**src/rtl/idfa_pkg.sv**
```systemverilog
// shared types and constants for the id free list allocator
package idfa_pkg;

    localparam int MAX_IDS = 64;
    localparam int IDX_W   = $clog2(MAX_IDS);
    localparam int SLOT_W  = $clog2(MAX_IDS + 1);
    localparam int LIMIT_W = 7;
    localparam int ID_W    = 8;
    localparam int STAT_W  = 2;

    localparam logic [LIMIT_W-1:0] LIMIT_RESET = LIMIT_W'(MAX_IDS);

    // request codes
    typedef enum logic
    {
        ACT_GET = 1'b0,
        ACT_PUT = 1'b1
    } action_t;

    // result status codes
    typedef enum logic [STAT_W-1:0]
    {
        ST_OK    = 2'd0,
        ST_EMPTY = 2'd1,
        ST_RANGE = 2'd2,
        ST_DUP   = 2'd3
    } status_t;

    // control broadcast to every cell of the row
    typedef struct packed
    {
        logic               refill;
        logic [SLOT_W-1:0]  lim;
        logic               pop;
        logic [SLOT_W-1:0]  grant_id;
        logic               push;
        logic [SLOT_W-1:0]  push_id;
        logic [SLOT_W-1:0]  count;
    } cell_ctl_t;

endpackage

```
**src/rtl/idfa_req_if.sv**
```systemverilog
// request channel: action and id with valid/ready
interface idfa_req_if
    import idfa_pkg::*;
();
    logic              valid;
    logic              ready;
    logic              action;
    logic [ID_W-1:0]   id;

    modport source (output valid, output action, output id, input ready);
    modport sink   (input valid, input action, input id, output ready);
endinterface

```
**src/rtl/idfa_rsp_if.sv**
```systemverilog
// result channel: result id and status with valid/ready
interface idfa_rsp_if
    import idfa_pkg::*;
();
    logic                valid;
    logic                ready;
    logic [ID_W-1:0]     result_id;
    logic [STAT_W-1:0]   status;

    modport source (output valid, output result_id, output status, input ready);
    modport sink   (input valid, input result_id, input status, output ready);
endinterface

```
**src/rtl/idfa_cell.sv**
```systemverilog
// one cell: a free queue slot plus the free flag of the id it owns
module idfa_cell
    import idfa_pkg::*;
(
    input  logic              clk,
    input  logic              rst_n,
    input  logic [IDX_W-1:0]  idx,
    input  cell_ctl_t         ctl,
    input  logic [SLOT_W-1:0] slot_in,
    output logic [SLOT_W-1:0] slot_out,
    output logic              free_hit
);

    logic [SLOT_W-1:0] slot_reg;
    logic [SLOT_W-1:0] slot_next;
    logic              free_reg;
    logic              free_next;
    logic [SLOT_W-1:0] own_id;
    logic [SLOT_W-1:0] pos;

    assign own_id = SLOT_W'(idx) + SLOT_W'(1);
    assign pos    = SLOT_W'(idx);

    // queue slot: refill, shift toward head on pop, write at tail on push
    always_comb
    begin
        slot_next = slot_reg;
        if (ctl.refill)
        begin
            slot_next = own_id;
        end
        else if (ctl.pop)
        begin
            slot_next = slot_in;
        end
        else if (ctl.push && (ctl.count == pos))
        begin
            slot_next = ctl.push_id;
        end
    end

    // free flag of the id this cell owns
    always_comb
    begin
        free_next = free_reg;
        if (ctl.refill)
        begin
            free_next = (own_id <= ctl.lim);
        end
        else if (ctl.pop && (ctl.grant_id == own_id))
        begin
            free_next = 1'b0;
        end
        else if (ctl.push && (ctl.push_id == own_id))
        begin
            free_next = 1'b1;
        end
    end

    always_ff @(posedge clk or negedge rst_n)
    begin
        if (!rst_n)
        begin
            slot_reg <= own_id;
            free_reg <= 1'b1;
        end
        else
        begin
            slot_reg <= slot_next;
            free_reg <= free_next;
        end
    end

    assign slot_out = slot_reg;
    assign free_hit = free_reg && (ctl.push_id == own_id);

endmodule

```
**src/rtl/id_free_list_allocator.sv**
```systemverilog
// id free list allocator: fifo of free ids kept in a shifting row of cells
//
// req channel: action (get = 0, put = 1) and id, valid/ready transfer.
// rsp channel: result_id and status, one result per request, in order.
// cfg_we/cfg_wdata write the id limit (saturated to MAX_IDS) and refill the
// free queue with 1..limit in ascending order; write only while idle.
// Each request is handled in the cycle of its transfer: the whole cell row
// shifts or writes at once, so the result is valid on the next cycle.
// Throughput is one request per cycle while results are taken; the output
// register holds a result until its transfer and req.ready is low while a
// held result is not being taken.
// After reset the limit is 64 and all ids 1..64 are free, in order.
// Status: 0 ok, 1 pool empty, 2 id out of range, 3 id already free.
module id_free_list_allocator
    import idfa_pkg::*;
(
    input  logic               clk,
    input  logic               rst_n,
    input  logic               cfg_we,
    input  logic [LIMIT_W-1:0] cfg_wdata,
    idfa_req_if.sink           req,
    idfa_rsp_if.source         rsp
);

    logic [LIMIT_W-1:0] limit_reg;
    logic [LIMIT_W-1:0] limit_next;
    logic [SLOT_W-1:0]  count_reg;
    logic [SLOT_W-1:0]  count_next;
    logic               out_valid_reg;
    logic               out_valid_next;
    logic [ID_W-1:0]    result_id_reg;
    logic [ID_W-1:0]    result_id_next;
    status_t            status_reg;
    status_t            status_next;

    logic               accept;
    logic [LIMIT_W-1:0] cfg_sat;
    logic               in_range;
    logic               dup;
    cell_ctl_t          ctl;

    logic [SLOT_W-1:0]  slots [MAX_IDS];
    logic [MAX_IDS-1:0] hits;

    assign req.ready = !out_valid_reg || rsp.ready;
    assign accept    = req.valid && req.ready;

    // saturate written limit
    assign cfg_sat = (cfg_wdata > LIMIT_RESET) ? LIMIT_RESET : cfg_wdata;

    // return checks
    assign in_range = (req.id != '0) && (req.id <= ID_W'(limit_reg));
    assign dup      = |hits;

    // request decode and cell control
    always_comb
    begin
        ctl            = '0;
        ctl.lim        = SLOT_W'(cfg_sat);
        ctl.refill     = cfg_we;
        ctl.grant_id   = slots[0];
        ctl.push_id    = SLOT_W'(req.id);
        ctl.count      = count_reg;
        limit_next     = limit_reg;
        count_next     = count_reg;
        out_valid_next = out_valid_reg && !rsp.ready;
        result_id_next = result_id_reg;
        status_next    = status_reg;

        if (cfg_we)
        begin
            limit_next = cfg_sat;
            count_next = SLOT_W'(cfg_sat);
        end
        else if (accept)
        begin
            out_valid_next = 1'b1;
            if (action_t'(req.action) == ACT_GET)
            begin
                if (count_reg == '0)
                begin
                    status_next    = ST_EMPTY;
                    result_id_next = '0;
                end
                else
                begin
                    ctl.pop        = 1'b1;
                    count_next     = count_reg - SLOT_W'(1);
                    status_next    = ST_OK;
                    result_id_next = ID_W'(slots[0]);
                end
            end
            else
            begin
                if (!in_range)
                begin
                    status_next    = ST_RANGE;
                    result_id_next = '0;
                end
                else if (dup)
                begin
                    status_next    = ST_DUP;
                    result_id_next = req.id;
                end
                else
                begin
                    ctl.push       = 1'b1;
                    count_next     = count_reg + SLOT_W'(1);
                    status_next    = ST_OK;
                    result_id_next = req.id;
                end
            end
        end
    end

    // row of cells, each shifting its slot toward the head on a pop
    for (genvar i = 0; i < MAX_IDS; i++)
    begin : g_cell
        logic [SLOT_W-1:0] nb;
        if (i == MAX_IDS - 1)
        begin : g_last
            assign nb = '0;
        end
        else
        begin : g_mid
            assign nb = slots[i+1];
        end
        idfa_cell u_cell
        (
            .clk      (clk),
            .rst_n    (rst_n),
            .idx      (IDX_W'(i)),
            .ctl      (ctl),
            .slot_in  (nb),
            .slot_out (slots[i]),
            .free_hit (hits[i])
        );
    end

    // control and output registers
    always_ff @(posedge clk or negedge rst_n)
    begin
        if (!rst_n)
        begin
            limit_reg     <= LIMIT_RESET;
            count_reg     <= SLOT_W'(MAX_IDS);
            out_valid_reg <= 1'b0;
        end
        else
        begin
            limit_reg     <= limit_next;
            count_reg     <= count_next;
            out_valid_reg <= out_valid_next;
        end
    end

    always_ff @(posedge clk)
    begin
        result_id_reg <= result_id_next;
        status_reg    <= status_next;
    end

    assign rsp.valid     = out_valid_reg;
    assign rsp.result_id = result_id_reg;
    assign rsp.status    = status_reg;

endmodule

```
**src/flat_wrapper.sv**
```systemverilog
// flat-port wrapper written by rule: the top's interface ports become plain ports
module id_free_list_allocator_flat import idfa_pkg::*;
  (clk, rst_n, cfg_we, cfg_wdata, req_valid, req_action, req_id, req_ready, rsp_valid, rsp_result_id, rsp_status, rsp_ready);
  idfa_req_if req_i ();
  idfa_rsp_if rsp_i ();
  input  logic clk;
  input  logic rst_n;
  input  logic cfg_we;
  input  logic [LIMIT_W-1:0] cfg_wdata;
  input wire logic [$bits(req_i.valid)-1:0] req_valid;
  input wire logic [$bits(req_i.action)-1:0] req_action;
  input wire logic [$bits(req_i.id)-1:0] req_id;
  output wire logic [$bits(req_i.ready)-1:0] req_ready;
  output wire logic [$bits(rsp_i.valid)-1:0] rsp_valid;
  output wire logic [$bits(rsp_i.result_id)-1:0] rsp_result_id;
  output wire logic [$bits(rsp_i.status)-1:0] rsp_status;
  input wire logic [$bits(rsp_i.ready)-1:0] rsp_ready;
  assign req_i.valid = req_valid;
  assign req_i.action = req_action;
  assign req_i.id = req_id;
  assign req_ready = req_i.ready;
  assign rsp_valid = rsp_i.valid;
  assign rsp_result_id = rsp_i.result_id;
  assign rsp_status = rsp_i.status;
  assign rsp_i.ready = rsp_ready;
  id_free_list_allocator u_core (.clk(clk), .rst_n(rst_n), .cfg_we(cfg_we), .cfg_wdata(cfg_wdata), .req(req_i), .rsp(rsp_i));
endmodule
```
**config.mk**
```make
export PLATFORM = sky130hd
export DESIGN_NAME = id_free_list_allocator_flat
export DESIGN_NICKNAME = d
export VERILOG_FILES = /design/src/rtl/idfa_pkg.sv /design/src/rtl/idfa_req_if.sv /design/src/rtl/idfa_rsp_if.sv /design/src/rtl/idfa_cell.sv /design/src/rtl/id_free_list_allocator.sv /design/src/flat_wrapper.sv
export SDC_FILE = /design/constraint.sdc
export NUM_CORES = 1
export LEC_CHECK = 0
export ABC_CLOCK_PERIOD_IN_PS = 3200
export BUFFER_PORTS_ARGS = -buffer_cell sky130_fd_sc_hd__clkbuf_2
export CORE_MARGIN = 2
export CORE_UTILIZATION = 58
export CTS_CLUSTER_DIAMETER = 150
export DETAILED_ROUTE_END_ITERATION = 8
export PLACE_DENSITY = 0.77
export SLEW_MARGIN = 20
export SYNTH_ARGS = -nofsm -noshare
export SYNTH_HDL_FRONTEND = slang
export SYNTH_SLANG_ARGS = --single-unit
```
**constraint.sdc**
```tcl
create_clock -name clk -period 3.2 [get_ports clk]
set_input_delay 0.16 -clock clk [delete_from_list [all_inputs] [get_ports clk]]
set_output_delay 0.16 -clock clk [all_outputs]
set_load 0.01 [all_outputs]
```
==> impl_results.html <==
<table>
<tr><th>Metric</th><th>Value</th></tr>
<tr><th colspan="2">Detailed routing</th></tr>
<tr><td>DR WL/cell</td><td>25.9 um</td></tr>
<tr><td>Number of nets with antenna violations after detailed routing</td><td>0</td></tr>
<tr><td>Residual DRC</td><td>0</td></tr>
<tr><td>Routed via count divided by cell count</td><td>6.89</td></tr>
<tr><td>First-pass DRT Iterations</td><td>5</td></tr>
<tr><td>Total Wirelength</td><td>99.5 mm</td></tr>
<tr><td>Iteration-0 DRC Markers</td><td>3470</td></tr>
<tr><td>Vias post-DR</td><td>26.4k</td></tr>
<tr><th colspan="2">Yosys</th></tr>
<tr><td>Synth Cell Area</td><td>0.0288 mm^2</td></tr>
<tr><td>Synth Register Bits</td><td>537</td></tr>
<tr><td>Mean post-synth cell area</td><td>9.40 um^2</td></tr>
<tr><td>Number of cells produced by synthesis</td><td>3060</td></tr>
<tr><td>Number of enable-type register cells in the synthesized netlist</td><td>10</td></tr>
<tr><td>Top FF cell, synth</td><td>dfrtp_1</td></tr>
<tr><td>Combinational family with the most area after synthesis</td><td>compound AO/OA/AOI/OAI gates</td></tr>
<tr><td>Area share of fa/ha/maj cells after synthesis</td><td>0.00478</td></tr>
<tr><td>Warnings from Yosys</td><td>0</td></tr>
<tr><td>Share of synthesized area spent on multiplexers</td><td>0.0873</td></tr>
<tr><td>Xor/xnor share of the synthesized area</td><td>0</td></tr>
<tr><td>Post-synthesis compound-gate area fraction</td><td>0.201</td></tr>
<tr><td>Share of the yosys chip area belonging to registers</td><td>0.480</td></tr>
<tr><td>Number of library cell types mapped by synthesis</td><td>80</td></tr>
<tr><td>Number of nets in the synthesized netlist</td><td>3092</td></tr>
<tr><td>Post-synthesis share of cell area spent on and, or, nand and nor gates</td><td>0.181</td></tr>
<tr><td>Post-synth ARST share</td><td>0.981</td></tr>
<tr><th colspan="2">Clocking</th></tr>
<tr><td>Number of buffers created by CTS</td><td>57</td></tr>
<tr><td>Max Buffers Root-to-Sink</td><td>3</td></tr>
<tr><td>CTS Root Buffer Type</td><td>clkbuf_16</td></tr>
<tr><td>CTS tree</td><td>done</td></tr>
<tr><td>Clock sink count</td><td>537</td></tr>
<tr><td>Register clock-pin slew on the reported worst setup and hold paths</td><td>60 ps</td></tr>
<tr><td>Clock latency of the later-clocked register in the worst-skew pair</td><td>640 ps</td></tr>
<tr><td># H-tree levels</td><td>2</td></tr>
<tr><th colspan="2">Floorplan</th></tr>
<tr><td>Total Die Area</td><td>0.0514 mm^2</td></tr>
<tr><td>Num rows</td><td>81</td></tr>
<tr><td>Die outline width</td><td>227 um</td></tr>
<tr><td>DIE HEIGHT</td><td>227 um</td></tr>
<tr><td>Number of top-level pins</td><td>33</td></tr>
<tr><td>Starting Density</td><td>0.588</td></tr>
<tr><td>Placeable core region</td><td>0.0490 mm^2</td></tr>
<tr><th colspan="2">Power and ir drop</th></tr>
<tr><td>Power Dens Cells</td><td>523 mW/mm^2</td></tr>
<tr><td>Cell leakage power</td><td>12.7 nW</td></tr>
<tr><td>Worst vdd rail ir drop</td><td>0.485 mV</td></tr>
<tr><td>Overall power</td><td>17.5 mW</td></tr>
<tr><th colspan="2">GRT</th></tr>
<tr><td>Antenna violations before repair</td><td>1</td></tr>
<tr><td>Global-route wire length before repair</td><td>153 mm</td></tr>
<tr><td>Aggregate global routing overflow</td><td>0</td></tr>
<tr><td>Largest net degree at the start of global routing</td><td>151</td></tr>
<tr><td>Total global-route track usage</td><td>0.386</td></tr>
<tr><td>Via count of the first global-routing pass</td><td>26.0k</td></tr>
<tr><th colspan="2">Worst hold path</th></tr>
<tr><td>Start point of the worst hold path</td><td>req_action</td></tr>
<tr><td>HP Class</td><td>input pin to flip-flop</td></tr>
<tr><th colspan="2">Cells and area</th></tr>
<tr><td>Share of the core filled with cells in the final layout</td><td>0.684</td></tr>
<tr><td>Diode count</td><td>0</td></tr>
<tr><td>Number of nets in the layout</td><td>3159</td></tr>
<tr><td>Fraction of final layout cells sized beyond drive strength 1</td><td>0.267</td></tr>
<tr><td>Commonest non-fill, non-tap cells in the layout</td><td>291 x nor2_1, 291 x nand2_1, 288 x o21ai_0, 286 x a21oi_1, 268 x dfrtp_1</td></tr>
<tr><td>Area added between synthesis and finish</td><td>16.3%</td></tr>
<tr><td>Max reg flops</td><td>448</td></tr>
<tr><th colspan="2">Place</th></tr>
<tr><td>Estimated wirelength of the detail-placed design</td><td>64.8 mm</td></tr>
<tr><td>Placer Congestion</td><td>0.989</td></tr>
<tr><td>Setup slack at placement</td><td>-92.3 ps</td></tr>
<tr><td>I/O Buffers</td><td>32</td></tr>
<tr><th colspan="2">Worst setup path</th></tr>
<tr><td>Worst setup SP type</td><td>flip-flop</td></tr>
<tr><td>Data arrival at the endpoint of the critical path</td><td>3750 ps</td></tr>
<tr><td>Launch point of the critical path</td><td>u_core.g_cell[10].u_cell.free_reg</td></tr>
<tr><td>Slowest stage cell on the critical path</td><td>a2111oi_0</td></tr>
<tr><td>Worst Path Required</td><td>3730 ps</td></tr>
<tr><td>Critical Setup Path Class</td><td>flip-flop to flip-flop</td></tr>
<tr><td>Critical Path Max Stage Delay</td><td>540 ps</td></tr>
<tr><td>WP buf/inv</td><td>4</td></tr>
<tr><td>Maximum fanout along the worst path</td><td>14</td></tr>
<tr><td>Most prevalent standard cell on the critical path</td><td>buf_12</td></tr>
<tr><td>Delay-heaviest family, CP</td><td>compound AO/OA/AOI/OAI gates</td></tr>
<tr><td>Reg-to-reg critical path startpoint</td><td>u_core.g_cell[10].u_cell.free_reg</td></tr>
<tr><td>Sequence of cells on the critical path</td><td>mux2i_1, o32ai_1, a2111oi_0, o21a_1, nand4_1, buf_12, buf_12, nor4_4, buf_4, buf_6, nor4_1, a211oi_1</td></tr>
<tr><td>Endpoint type of the worst setup path</td><td>flip-flop</td></tr>
<tr><th colspan="2">STA</th></tr>
<tr><td>Total setup violations reported at the end of the flow</td><td>3</td></tr>
<tr><td>Transition time of the tightest slew-check pin</td><td>939 ps</td></tr>
<tr><td>Minimum clock period</td><td>3220 ps</td></tr>
<tr><td>Unrepaired setup endpoints after global routing</td><td>yes</td></tr>
<tr><td>Smallest setup slack after layout</td><td>-18.9 ps</td></tr>
<tr><td>Worst setup skew after layout</td><td>23.9 ps</td></tr>
<tr><td>Final TNS setup</td><td>-28.5 ps</td></tr>
<tr><td>Final slew viol count</td><td>0</td></tr>
<tr><td>Fin crit share</td><td>1.01</td></tr>
<tr><td>Hold Worst Slack</td><td>48.5 ps</td></tr>
<tr><td>Slew margin rel.</td><td>0.373</td></tr>
<tr><td>Final Hold Viols</td><td>0</td></tr>
<tr><td>Maximum achievable frequency</td><td>311 MHz</td></tr>
<tr><th colspan="2">Run status</th></tr>
<tr><td>Violated checks</td><td>setup timing</td></tr>
<tr><td>Outcome</td><td>complete, but fails checks</td></tr>
<tr><th colspan="2">Job</th></tr>
<tr><td>Max-cap violations</td><td>0</td></tr>
</table>
-- path summary, 6_finish.rpt --
path | endpoint | slack (ps) | cells after the start
worst max-delay path | u_core.g_cell[21].u_cell.slot_out[2] | -20 | 12
worst min-delay path | u_core.count_reg[1] | 50 | 3
worst max register to register | u_core.g_cell[21].u_cell.slot_out[2] | -20 | 12
worst min register to register | u_core.g_cell[0].u_cell.slot_out[4] | 480 | 2
max in group asynchronous | u_core.g_cell[53].u_cell.slot_out[2] | 2100 | 3
min in group asynchronous | u_core.g_cell[41].u_cell.slot_out[2] | 210 | 2
-- repair_timing --
action,in CTS,in global routing
hold buffers,8,0
cloned,0,4
pin swaps,0,5
endpoints found under the setup margin,5,247
hold endpoints to repair,33,0
buffers inserted,2,20
resized for setup,1,37
-- through the flow --
stage,cell area (um^2),std cells
after floorplan,28800,3060
after global placement,30900,3698
after detailed placement,30900,3698
after CTS,33100,3816
after global routing,33500,3840
final,33500,3840
-- logic make-up after synthesis --
group,Yosys count
multiplexers,242
AND/OR/NAND/NOR,997
flip-flops,537
adder cells (fa/ha/maj),11
other,1
buffers and inverters,322
AO/OA/AOI/OAI,950
-- metal layers --
layer | share of wire | track usage | vias up | wire, um
met1 | 0.39 | 0.511 | 13100 | 39100
met3 | 0.094 | 0.0803 | 395 | 9390
li1 | - | - | 11300 | -
met4 | 0.056 | 0.210 | 0 | 5600
met5 | 0 | 0 | - | 0
met2 | 0.46 | 0.596 | 1633 | 45400
-- cell type report --
type                       instances  area, um^2
timing repair buffer             314        2880
clock buffer                      92        1760
fill                            3688       15500
tap                              664         831
clock inverter                    16         264
multi-input combinational       2201       13900
inverter                          16        62.6
sequential                       537       13800
-- worst register-to-register path, stage by stage (launching register included) --
cell       delay [ps]
dfstp_2           380
mux2i_1           250
o32ai_1           140
a2111oi_0         540
o21a_1            210
nand4_1           160
buf_12            230
buf_12            170
nor4_4            390
buf_4             180
buf_6             130
nor4_1             60
a211oi_1          280
-- Yosys cell counts, drive strengths merged, types with 17 or more instances --
| master | count | area [um^2] |
|---|---|---|
| mux2i | 174 | 1740 |
| o31ai | 29 | 218 |
| mux2 | 68 | 769 |
| dfrtp | 268 | 6710 |
| a21oi | 291 | 1460 |
| o21ai | 293 | 1470 |
| nand3 | 40 | 200 |
| clkbuf | 227 | 852 |
| nor4 | 92 | 1060 |
| a211oi | 99 | 743 |
| nor3 | 122 | 637 |
| dfstp | 259 | 6810 |
| nand2 | 293 | 1100 |
| nor2 | 297 | 1110 |
| a31oi | 82 | 513 |
| buf | 79 | 389 |
| nor2b | 18 | 113 |
| and2 | 17 | 106 |
| o221a | 27 | 304 |
-- power by group --
part	switching (mW)	internal, mW	total (mW)
Combinational	1.75	0.872	2.62
Sequential	0.309	7.44	7.75
Clock	2.90	4.24	7.15
(Power assumes the default switching activity.)
